<file path="src/rtl/core/assert_macros.svh">
// Assertion macros shared by the scanner RTL.
// No dependencies; included by files that carry concurrent assertions.
`ifndef ASSERT_MACROS_SVH
`define ASSERT_MACROS_SVH

// Same-cycle implication, disabled while reset is low.
`define ASSERT_IMPL(label, clk, rst_n, ante, cons, msg) \
    label: assert property (@(posedge clk) disable iff (!(rst_n)) (ante) |-> (cons)) \
        else $error(msg);

// Next-cycle implication, disabled while reset is low.
`define ASSERT_NEXT(label, clk, rst_n, ante, cons, msg) \
    label: assert property (@(posedge clk) disable iff (!(rst_n)) (ante) |=> (cons)) \
        else $error(msg);

`endif

</file>
<file path="src/rtl/core/sbbs_pkg.sv">
// Package for the bracket balance scanner: widths, lexer mode codes,
// character codes and counter helpers. No dependencies.
package sbbs_pkg;

    localparam int DEPTH_BITS = 16;
    localparam int RPT_W      = 16;
    localparam int EXT_W      = (DEPTH_BITS > RPT_W) ? DEPTH_BITS : RPT_W;

    typedef logic        [7:0]            t_byte;
    typedef logic        [1:0]            t_mode;
    typedef logic signed [DEPTH_BITS-1:0] t_count;
    typedef logic signed [RPT_W-1:0]      t_depth;

    localparam t_mode MODE_CODE   = 2'd0;
    localparam t_mode MODE_LINE   = 2'd1;
    localparam t_mode MODE_BLOCK  = 2'd2;
    localparam t_mode MODE_STRING = 2'd3;

    localparam t_byte CH_LPAREN = 8'h28;
    localparam t_byte CH_RPAREN = 8'h29;
    localparam t_byte CH_LCURLY = 8'h7B;
    localparam t_byte CH_RCURLY = 8'h7D;
    localparam t_byte CH_LSQUARE = 8'h5B;
    localparam t_byte CH_RSQUARE = 8'h5D;
    localparam t_byte CH_NEWLINE = 8'h0A;
    localparam t_byte CH_BSLASH = 8'h5C;
    localparam t_byte CH_SLASH  = 8'h2F;
    localparam t_byte CH_STAR   = 8'h2A;
    localparam t_byte CH_DQUOTE = 8'h22;
    localparam t_byte CH_SQUOTE = 8'h27;

    localparam t_count CNT_MAX = {1'b0, {(DEPTH_BITS-1){1'b1}}};
    localparam t_count CNT_MIN = {1'b1, {(DEPTH_BITS-1){1'b0}}};
    localparam t_count CNT_ZERO = '0;

    localparam logic signed [EXT_W-1:0] RPT_MAX_X = EXT_W'(32'sd32767);
    localparam logic signed [EXT_W-1:0] RPT_MIN_X = EXT_W'(-32'sd32768);

    // Saturating step of one bracket counter.
    function automatic t_count bump(t_count v, logic up);
        t_count r;
        r = v;
        if (up) begin
            if (v != CNT_MAX) r = v + t_count'(1);
        end else begin
            if (v != CNT_MIN) r = v - t_count'(1);
        end
        return r;
    endfunction

    // Clamp a counter to the 16-bit reported range.
    function automatic t_depth clamp_report(t_count v);
        logic signed [EXT_W-1:0] x;
        x = EXT_W'(v);
        if (x > RPT_MAX_X) x = RPT_MAX_X;
        if (x < RPT_MIN_X) x = RPT_MIN_X;
        return x[RPT_W-1:0];
    endfunction

endpackage

</file>
<file path="src/rtl/core/sbbs_in_if.sv">
// Input channel of the scanner: one text byte and its last-byte flag.
// Depends on sbbs_pkg.
interface sbbs_in_if;
    import sbbs_pkg::*;

    logic  valid;
    logic  ready;
    t_byte text_byte;
    logic  end_of_text;

    modport source (output valid, output text_byte, output end_of_text, input ready);
    modport sink   (input valid, input text_byte, input end_of_text, output ready);
endinterface

</file>
<file path="src/rtl/core/sbbs_out_if.sv">
// Result channel of the scanner: open-scope flags and final bracket depths.
// Depends on sbbs_pkg.
interface sbbs_out_if;
    import sbbs_pkg::*;

    logic   valid;
    logic   ready;
    logic   unclosed;
    logic   open_string;
    logic   open_block_comment;
    t_depth round_depth;
    t_depth curly_depth;
    t_depth square_depth;

    modport source (output valid, output unclosed, output open_string,
                    output open_block_comment, output round_depth,
                    output curly_depth, output square_depth, input ready);
    modport sink   (input valid, input unclosed, input open_string,
                    input open_block_comment, input round_depth,
                    input curly_depth, input square_depth, output ready);
endinterface

</file>
<file path="src/rtl/core/source_bracket_balance_scanner_unit.sv">
// Throughput: one text byte per cycle while no held result stalls; the lexer state
// updates in a single step. A last byte's result is captured in the result register
// as the byte leaves the input register; a held result stalls only a last byte.
// Reset (i_rst_n low, synchronous) empties both registers and returns the lexer
// to code mode with zero bracket counts; the state also clears after each last byte.
// Depends on sbbs_pkg, sbbs_in_if, sbbs_out_if and assert_macros.svh.
`include "assert_macros.svh"

module source_bracket_balance_scanner_unit (
    input  logic              i_clk,
    input  logic              i_rst_n,
    sbbs_in_if.sink           i_text,
    sbbs_out_if.source        o_result
);
    import sbbs_pkg::*;

    // input register
    logic   r_in_valid;
    t_byte  r_in_byte;
    logic   r_in_last;

    // lexer state
    t_mode  r_mode,  n_mode;
    logic   r_pslash, n_pslash;
    logic   r_pstar, n_pstar;
    logic   r_esc, n_esc;
    logic   r_qsingle, n_qsingle;
    t_count r_round, n_round;
    t_count r_curly, n_curly;
    t_count r_square, n_square;

    // result register
    logic   r_out_valid;
    logic   r_unclosed;
    logic   r_open_str;
    logic   r_open_blk;
    t_depth r_round_d;
    t_depth r_curly_d;
    t_depth r_square_d;

    logic   consume;
    logic   code_go;
    logic   n_unclosed;

    assign consume = r_in_valid && (!r_in_last || !r_out_valid || o_result.ready);
    assign i_text.ready = !r_in_valid || consume;

    always_comb begin
        n_mode    = r_mode;
        n_pslash  = r_pslash;
        n_pstar   = r_pstar;
        n_esc     = r_esc;
        n_qsingle = r_qsingle;
        n_round   = r_round;
        n_curly   = r_curly;
        n_square  = r_square;
        code_go   = 1'b0;
        unique case (r_mode)
            MODE_LINE: begin
                if (r_in_byte == CH_NEWLINE) n_mode = MODE_CODE;
            end
            MODE_BLOCK: begin
                if (r_pstar && (r_in_byte == CH_SLASH)) begin
                    n_pstar = 1'b0;
                    n_mode  = MODE_CODE;
                end else begin
                    n_pstar = (r_in_byte == CH_STAR);
                end
            end
            MODE_STRING: begin
                if (r_esc) begin
                    n_esc = 1'b0;
                end else if (r_in_byte == CH_BSLASH) begin
                    n_esc = 1'b1;
                end else if (r_in_byte == (r_qsingle ? CH_SQUOTE : CH_DQUOTE)) begin
                    n_mode    = MODE_CODE;
                    n_qsingle = 1'b0;
                end
            end
            MODE_CODE: begin
                code_go = 1'b1;
                if (r_pslash) begin
                    n_pslash = 1'b0;
                    if (r_in_byte == CH_SLASH) begin
                        n_mode  = MODE_LINE;
                        code_go = 1'b0;
                    end else if (r_in_byte == CH_STAR) begin
                        n_mode  = MODE_BLOCK;
                        n_pstar = 1'b0;
                        code_go = 1'b0;
                    end
                end
                if (code_go) begin
                    priority if (r_in_byte == CH_SLASH) begin
                        n_pslash = 1'b1;
                    end else if ((r_in_byte == CH_DQUOTE) || (r_in_byte == CH_SQUOTE)) begin
                        n_mode    = MODE_STRING;
                        n_qsingle = (r_in_byte == CH_SQUOTE);
                        n_esc     = 1'b0;
                    end else if (r_in_byte == CH_LPAREN) begin
                        n_round = bump(r_round, 1'b1);
                    end else if (r_in_byte == CH_RPAREN) begin
                        n_round = bump(r_round, 1'b0);
                    end else if (r_in_byte == CH_LCURLY) begin
                        n_curly = bump(r_curly, 1'b1);
                    end else if (r_in_byte == CH_RCURLY) begin
                        n_curly = bump(r_curly, 1'b0);
                    end else if (r_in_byte == CH_LSQUARE) begin
                        n_square = bump(r_square, 1'b1);
                    end else if (r_in_byte == CH_RSQUARE) begin
                        n_square = bump(r_square, 1'b0);
                    end else begin
                        n_pslash = 1'b0;
                    end
                end
            end
        endcase
    end

    assign n_unclosed = (n_mode == MODE_STRING) || (n_mode == MODE_BLOCK) ||
                        (n_round > CNT_ZERO) || (n_curly > CNT_ZERO) ||
                        (n_square > CNT_ZERO);

    always_ff @(posedge i_clk) begin
        if (!i_rst_n) begin
            r_in_valid <= 1'b0;
        end else if (i_text.ready) begin
            r_in_valid <= i_text.valid;
        end
        if (i_text.ready && i_text.valid) begin
            r_in_byte <= i_text.text_byte;
            r_in_last <= i_text.end_of_text;
        end
    end

    always_ff @(posedge i_clk) begin
        if (!i_rst_n || (consume && r_in_last)) begin
            r_mode    <= MODE_CODE;
            r_pslash  <= 1'b0;
            r_pstar   <= 1'b0;
            r_esc     <= 1'b0;
            r_qsingle <= 1'b0;
            r_round   <= CNT_ZERO;
            r_curly   <= CNT_ZERO;
            r_square  <= CNT_ZERO;
        end else if (consume) begin
            r_mode    <= n_mode;
            r_pslash  <= n_pslash;
            r_pstar   <= n_pstar;
            r_esc     <= n_esc;
            r_qsingle <= n_qsingle;
            r_round   <= n_round;
            r_curly   <= n_curly;
            r_square  <= n_square;
        end
    end

    always_ff @(posedge i_clk) begin
        if (!i_rst_n) begin
            r_out_valid <= 1'b0;
        end else if (consume && r_in_last) begin
            r_out_valid <= 1'b1;
        end else if (o_result.ready) begin
            r_out_valid <= 1'b0;
        end
        if (consume && r_in_last) begin
            r_unclosed <= n_unclosed;
            r_open_str <= (n_mode == MODE_STRING);
            r_open_blk <= (n_mode == MODE_BLOCK);
            r_round_d  <= clamp_report(n_round);
            r_curly_d  <= clamp_report(n_curly);
            r_square_d <= clamp_report(n_square);
        end
    end

    assign o_result.valid              = r_out_valid;
    assign o_result.unclosed           = r_unclosed;
    assign o_result.open_string        = r_open_str;
    assign o_result.open_block_comment = r_open_blk;
    assign o_result.round_depth        = r_round_d;
    assign o_result.curly_depth        = r_curly_d;
    assign o_result.square_depth       = r_square_d;

    `ASSERT_IMPL(a_result_source, i_clk, i_rst_n, $rose(r_out_valid),
                 $past(r_in_valid && r_in_last), "result without a last item")
    `ASSERT_NEXT(a_clear_after_last, i_clk, i_rst_n, consume && r_in_last,
                 (r_mode == MODE_CODE) && (r_round == CNT_ZERO) && (r_curly == CNT_ZERO) &&
                 (r_square == CNT_ZERO) && !r_pslash && !r_esc,
                 "state not cleared after last item")
    `ASSERT_IMPL(a_unclosed_match, i_clk, i_rst_n, r_out_valid,
                 r_unclosed == (r_open_str || r_open_blk || (r_round_d > 0) ||
                                (r_curly_d > 0) || (r_square_d > 0)),
                 "unclosed flag disagrees with result")
    `ASSERT_IMPL(a_single_scope, i_clk, i_rst_n, r_out_valid,
                 !(r_open_str && r_open_blk), "string and block comment both open")

endmodule
</file>
<file path="src/flat_wrapper.sv">
// flat-port wrapper written by rule: the top's interface ports become plain ports
module source_bracket_balance_scanner_unit_flat import sbbs_pkg::*;
  (i_clk, i_rst_n, i_text_valid, i_text_text_byte, i_text_end_of_text, i_text_ready, o_result_valid, o_result_unclosed, o_result_open_string, o_result_open_block_comment, o_result_round_depth, o_result_curly_depth, o_result_square_depth, o_result_ready);
  sbbs_in_if i_text_i ();
  sbbs_out_if o_result_i ();
  input  logic i_clk;
  input  logic i_rst_n;
  input wire logic [$bits(i_text_i.valid)-1:0] i_text_valid;
  input wire logic [$bits(i_text_i.text_byte)-1:0] i_text_text_byte;
  input wire logic [$bits(i_text_i.end_of_text)-1:0] i_text_end_of_text;
  output wire logic [$bits(i_text_i.ready)-1:0] i_text_ready;
  output wire logic [$bits(o_result_i.valid)-1:0] o_result_valid;
  output wire logic [$bits(o_result_i.unclosed)-1:0] o_result_unclosed;
  output wire logic [$bits(o_result_i.open_string)-1:0] o_result_open_string;
  output wire logic [$bits(o_result_i.open_block_comment)-1:0] o_result_open_block_comment;
  output wire logic [$bits(o_result_i.round_depth)-1:0] o_result_round_depth;
  output wire logic [$bits(o_result_i.curly_depth)-1:0] o_result_curly_depth;
  output wire logic [$bits(o_result_i.square_depth)-1:0] o_result_square_depth;
  input wire logic [$bits(o_result_i.ready)-1:0] o_result_ready;
  assign i_text_i.valid = i_text_valid;
  assign i_text_i.text_byte = i_text_text_byte;
  assign i_text_i.end_of_text = i_text_end_of_text;
  assign i_text_ready = i_text_i.ready;
  assign o_result_valid = o_result_i.valid;
  assign o_result_unclosed = o_result_i.unclosed;
  assign o_result_open_string = o_result_i.open_string;
  assign o_result_open_block_comment = o_result_i.open_block_comment;
  assign o_result_round_depth = o_result_i.round_depth;
  assign o_result_curly_depth = o_result_i.curly_depth;
  assign o_result_square_depth = o_result_i.square_depth;
  assign o_result_i.ready = o_result_ready;
  source_bracket_balance_scanner_unit u_core (.i_clk(i_clk), .i_rst_n(i_rst_n), .i_text(i_text_i), .o_result(o_result_i));
endmodule
</file>
<file path="config.mk">
export PLATFORM = sky130hd
export DESIGN_NAME = source_bracket_balance_scanner_unit_flat
export DESIGN_NICKNAME = d
export VERILOG_FILES = /design/src/rtl/core/sbbs_pkg.sv /design/src/rtl/core/sbbs_in_if.sv /design/src/rtl/core/sbbs_out_if.sv /design/src/rtl/core/source_bracket_balance_scanner_unit.sv /design/src/flat_wrapper.sv
export VERILOG_INCLUDE_DIRS = /design/src /design/src/rtl/core
export SDC_FILE = /design/constraint.sdc
export NUM_CORES = 1
export LEC_CHECK = 0
export BUFFER_PORTS_ARGS = -buffer_cell sky130_fd_sc_hd__buf_2
export CORE_ASPECT_RATIO = 1.25
export CORE_MARGIN = 2
export CORE_UTILIZATION = 55
export CTS_CLUSTER_SIZE = 8
export DETAILED_ROUTE_END_ITERATION = 6
export PLACE_DENSITY = 0.83
export SYNTH_ARGS = -nofsm -noshare
export SYNTH_HDL_FRONTEND = slang
export SYNTH_SLANG_ARGS = --single-unit
</file>
<file path="constraint.sdc">
create_clock -name i_clk -period 3.02 [get_ports i_clk]
set_input_delay 0.151 -clock i_clk [delete_from_list [all_inputs] [get_ports i_clk]]
set_output_delay 0.151 -clock i_clk [all_outputs]
set_load 0.05 [all_outputs]
</file>
==> flow_metrics.env <==
export IMPL_status="complete, but fails checks"
export IMPL_violations="setup timing"
export IMPL_dp_hpwl_mm=18.0
export IMPL_total_power_mw=4.58
export IMPL_placed_cell_area_mm2=0.00954
export IMPL_grt_pass1_vias=7988
export IMPL_start_kind="flop"
export IMPL_postSynthCellCount=905
export IMPL_synth_edf_count=60
export IMPL_seq_area_frac_synth_pct=39.2
export IMPL_setup_slack_ps=-201
export IMPL_core_rowCount=47
export IMPL_r2r_end="u_core.o_result.unclosed"
export IMPL_overflow=0
export IMPL_ff2ff_setup_slack_ps=-200
export IMPL_post_route_period_util_pct=107
export IMPL_dp_cells=1310
export IMPL_slew_headroom_pct=41.3
export IMPL_finalInstanceArea_mm2=0.0104
export IMPL_final_util_pct=78.3
export IMPL_layout_drive_gt1_share_pct=33.6
export IMPL_ios=66
export IMPL_worstHoldPathCells=3
export IMPL_fin_crit_ps=3220
export IMPL_cts_buffers=17
export IMPL_synthArstFlopShare_pct=0
export IMPL_powerDensity_mw_per_mm2=442
export IMPL_antenna_found_initial=0
export IMPL_r2r_start="u_core.r_in_byte[7]"
export IMPL_cts_buffer_depth=2
export IMPL_setup_viol=1
export IMPL_drv_slew=0
export IMPL_grt_start_max_net_pins=55
export IMPL_post_drt_wl_per_cell_um=18.8
export IMPL_cp_end_kind="flop"
export IMPL_crit_fanout=6
export IMPL_ys_types=85
export IMPL_hold_violations=0
export IMPL_synth_seq_cells=116
export IMPL_synth_area_mm2=0.00745
export IMPL_syn_avg_cell_area_um2=8.23
export IMPL_min_from="i_text_valid"
export IMPL_antenna_cells=0
export IMPL_synth_net_count=929
export IMPL_maxCapViolations=0
export IMPL_hold_class="in2reg"
export IMPL_drtPass1Iterations=6
export IMPL_fmax_ghz=0.310
export IMPL_drc=0
export IMPL_rsz0062_at_grt="true"
export IMPL_die_h_um=134
export IMPL_vdd_drop_max_v=0.000384
export IMPL_worstMarginPinSlew_ps=876
export IMPL_yosysWarnings=0
export IMPL_routed_wl_mm=25.7
export IMPL_core_mm2=0.0132
export IMPL_dieWidth_um=108
export IMPL_drtIter0Drc=852
export IMPL_critPathKind="reg2reg"
export IMPL_p_leak_nw=4.18
export IMPL_root_buffer="clkbuf_16"
export IMPL_via_count=8399
export IMPL_crit_required_ps=3190
export IMPL_clock_latency_ps=430
export IMPL_cts_tree="built"
export IMPL_syn_to_final_growth_pct=39.1
export IMPL_rr_worst_depth=11
export IMPL_path_clk_slew_ps=50
export IMPL_h_tree_depth=4
export IMPL_io_buffers=65
export IMPL_initial_core_util_pct=56.3
export IMPL_hold_path_end="u_core.r_in_valid"
export IMPL_crit_arrival_ps=3390
export IMPL_clock_skew_ps=7.28
export IMPL_fin_cells=1363
export IMPL_ant_nets=0
export IMPL_clock_sinks=116
export IMPL_grt_use_total_pct=35.6
export IMPL_via_per_inst=6.16
export IMPL_ys_flop_type="edfxtp_1"
export IMPL_dieArea_mm2=0.0145
export IMPL_nNetsFinal=1203
export IMPL_grt_pass1_wl_mm=40.1
export IMPL_place_congestion=0.993
## final cells by class
cell class	count	area (µm²)
Timing Repair Buffer	323	2290
Inverter	33	126
Clock buffer	23	488
Clock inverter	9	78.8
Tap cell	171	214
Multi-Input combinational cell	688	4240
Sequential cell	116	2930
Fill cell	930	2870
## registers in the layout, summed over array words and instances (netlist names), 2 cells and up
register	count
u_core.o_result.round_depth	16
u_core.r_square	16
u_core.o_result.curly_depth	16
u_core.o_result.square_depth	16
u_core.r_mode	2
u_core.r_curly	16
u_core.r_round	16
u_core.r_in_byte	8
## per-layer routing
layer	share of wire [%]	track usage, %
met3	8.1	8.60
met5	0	0
met2	49	58.0
met1	40	44.9
met4	3.7	15.6
## critical path, cell delays in order (launching register included)
cell      delay, ps
edfxtp_1        440
buf_4           180
nand4b_1        190
buf_4           170
buf_4           130
or2_2           350
buf_4           180
o311ai_1        270
a21oi_1         150
nor4_1          400
nand4_1         190
a221o_1         320
## logic make-up (layout without fill, tap and decap cells)
kind of cell	Yosys count	count (layout)	synth area share [%]
flops	116	116	39.2
xor+xnor	21	21	2.47
simple gates	414	414	29.6
compound gates	234	234	20.3
fa+ha+maj	11	11	1.85
mux	8	8	1.13
buf+inv	101	388	5.37
## placed cells by master, fill, tap and decap left out, drive strengths merged, types with 6 or more instances in the layout
master / n
buf: 313
nor3b: 8
o21ai: 35
a31oi: 17
or3: 10
and3: 14
nand4: 29
nor4: 23
nor2b: 7
a311oi: 6
nor4b: 7
nor3: 38
and4: 10
inv: 33
ha: 11
nand2: 118
and2: 12
clkbuf: 23
edfxtp: 60
o31ai: 7
clkinv: 6
a21oi: 87
nor2: 75
nand3: 27
or2: 10
dfxtp: 56
dlygate4sd3: 10
xnor2: 16
a211oi: 31
## Yosys cell counts, types with 4 or more instances
cell      number  area, µm²
nor4b_2        4       60.1
nand2_1      118        443
nor3b_1        7       52.6
and4_1        10       87.6
and2_1        11       68.8
edfxtp_1      60       1800
nor4_1        19        119
nand4_1       29        181
a311oi_1       5       43.8
xor2_1         5       43.8
mux2i_1        5       50.1
a21oi_1       85        425
nand3_1       26        130
or3_1          9       56.3
buf_2          5       25.0
a211oi_1      30        225
nor2b_1        7       43.8
and3_1        14       87.6
o211ai_1       5       37.5
ha_1          11        138
inv_1         33        124
o31ai_1        7       52.6
a22oi_1        4       30.0
xnor2_1       16        140
clkbuf_1      57        214
dfxtp_1       56       1120
nor3_1        38        190
o21ai_0       31        155
nand3b_1       4       30.0
nor2_1        75        282
nand2b_1       4       25.0
o22ai_1        4       25.0
a31oi_1       17        106
nand4b_1       4       35.0
o21a_1         4       30.0
a21o_1         5       37.5
or2_2          7       43.8
or4_1          4       30.0
## power by group
group | switching (mW) | leakage (nW) | internal (mW)
registers | 0.0324 | 1.02 | 1.72
logic | 0.526 | 2.88 | 0.372
clock network | 0.724 | 0.279 | 1.21
total | 1.28 | 4.18 | 3.30
## stage by stage
step / setup WS (ps) / hold slack (ps) / TNS [ps]
after floorplan: -83.1 / 250 / -83.1
after global placement: -231 / 327 / -231
after detailed placement: -260 / 329 / -260
after CTS: -131 / 17.4 / -131
after global routing: -267 / 51.0 / -281
final: -201 / 43.4 / -201
## what timing repair did
| action | in CTS | in global routing |
|---|---|---|
| hold buffers | 10 | 0 |
| pin swaps | 9 | 2 |
| hold endpoints to repair | 10 | 0 |
| gates resized for setup | 12 | 11 |
| buffers inserted | 10 | 1 |
| endpoints found under the setup margin | 1 | 6 |
## how the worst max path moves through the flow
stage	from	end	slack (ps)	cells after the start
detailed placement	u_core.r_in_byte[6]	u_core.o_result.unclosed	-260	9
finish	u_core.r_in_byte[7]	u_core.o_result.unclosed	-200	11
CTS	u_core.r_in_byte[4]	u_core.o_result.unclosed	-130	11
floorplan	u_core.r_in_byte[6]	u_core.o_result.unclosed	-80	9
global route	u_core.r_round[0]	u_core.o_result.unclosed	-270	11
global placement	u_core.r_in_byte[6]	u_core.o_result.unclosed	-230	9
Power figures use the tool's default switching activity.
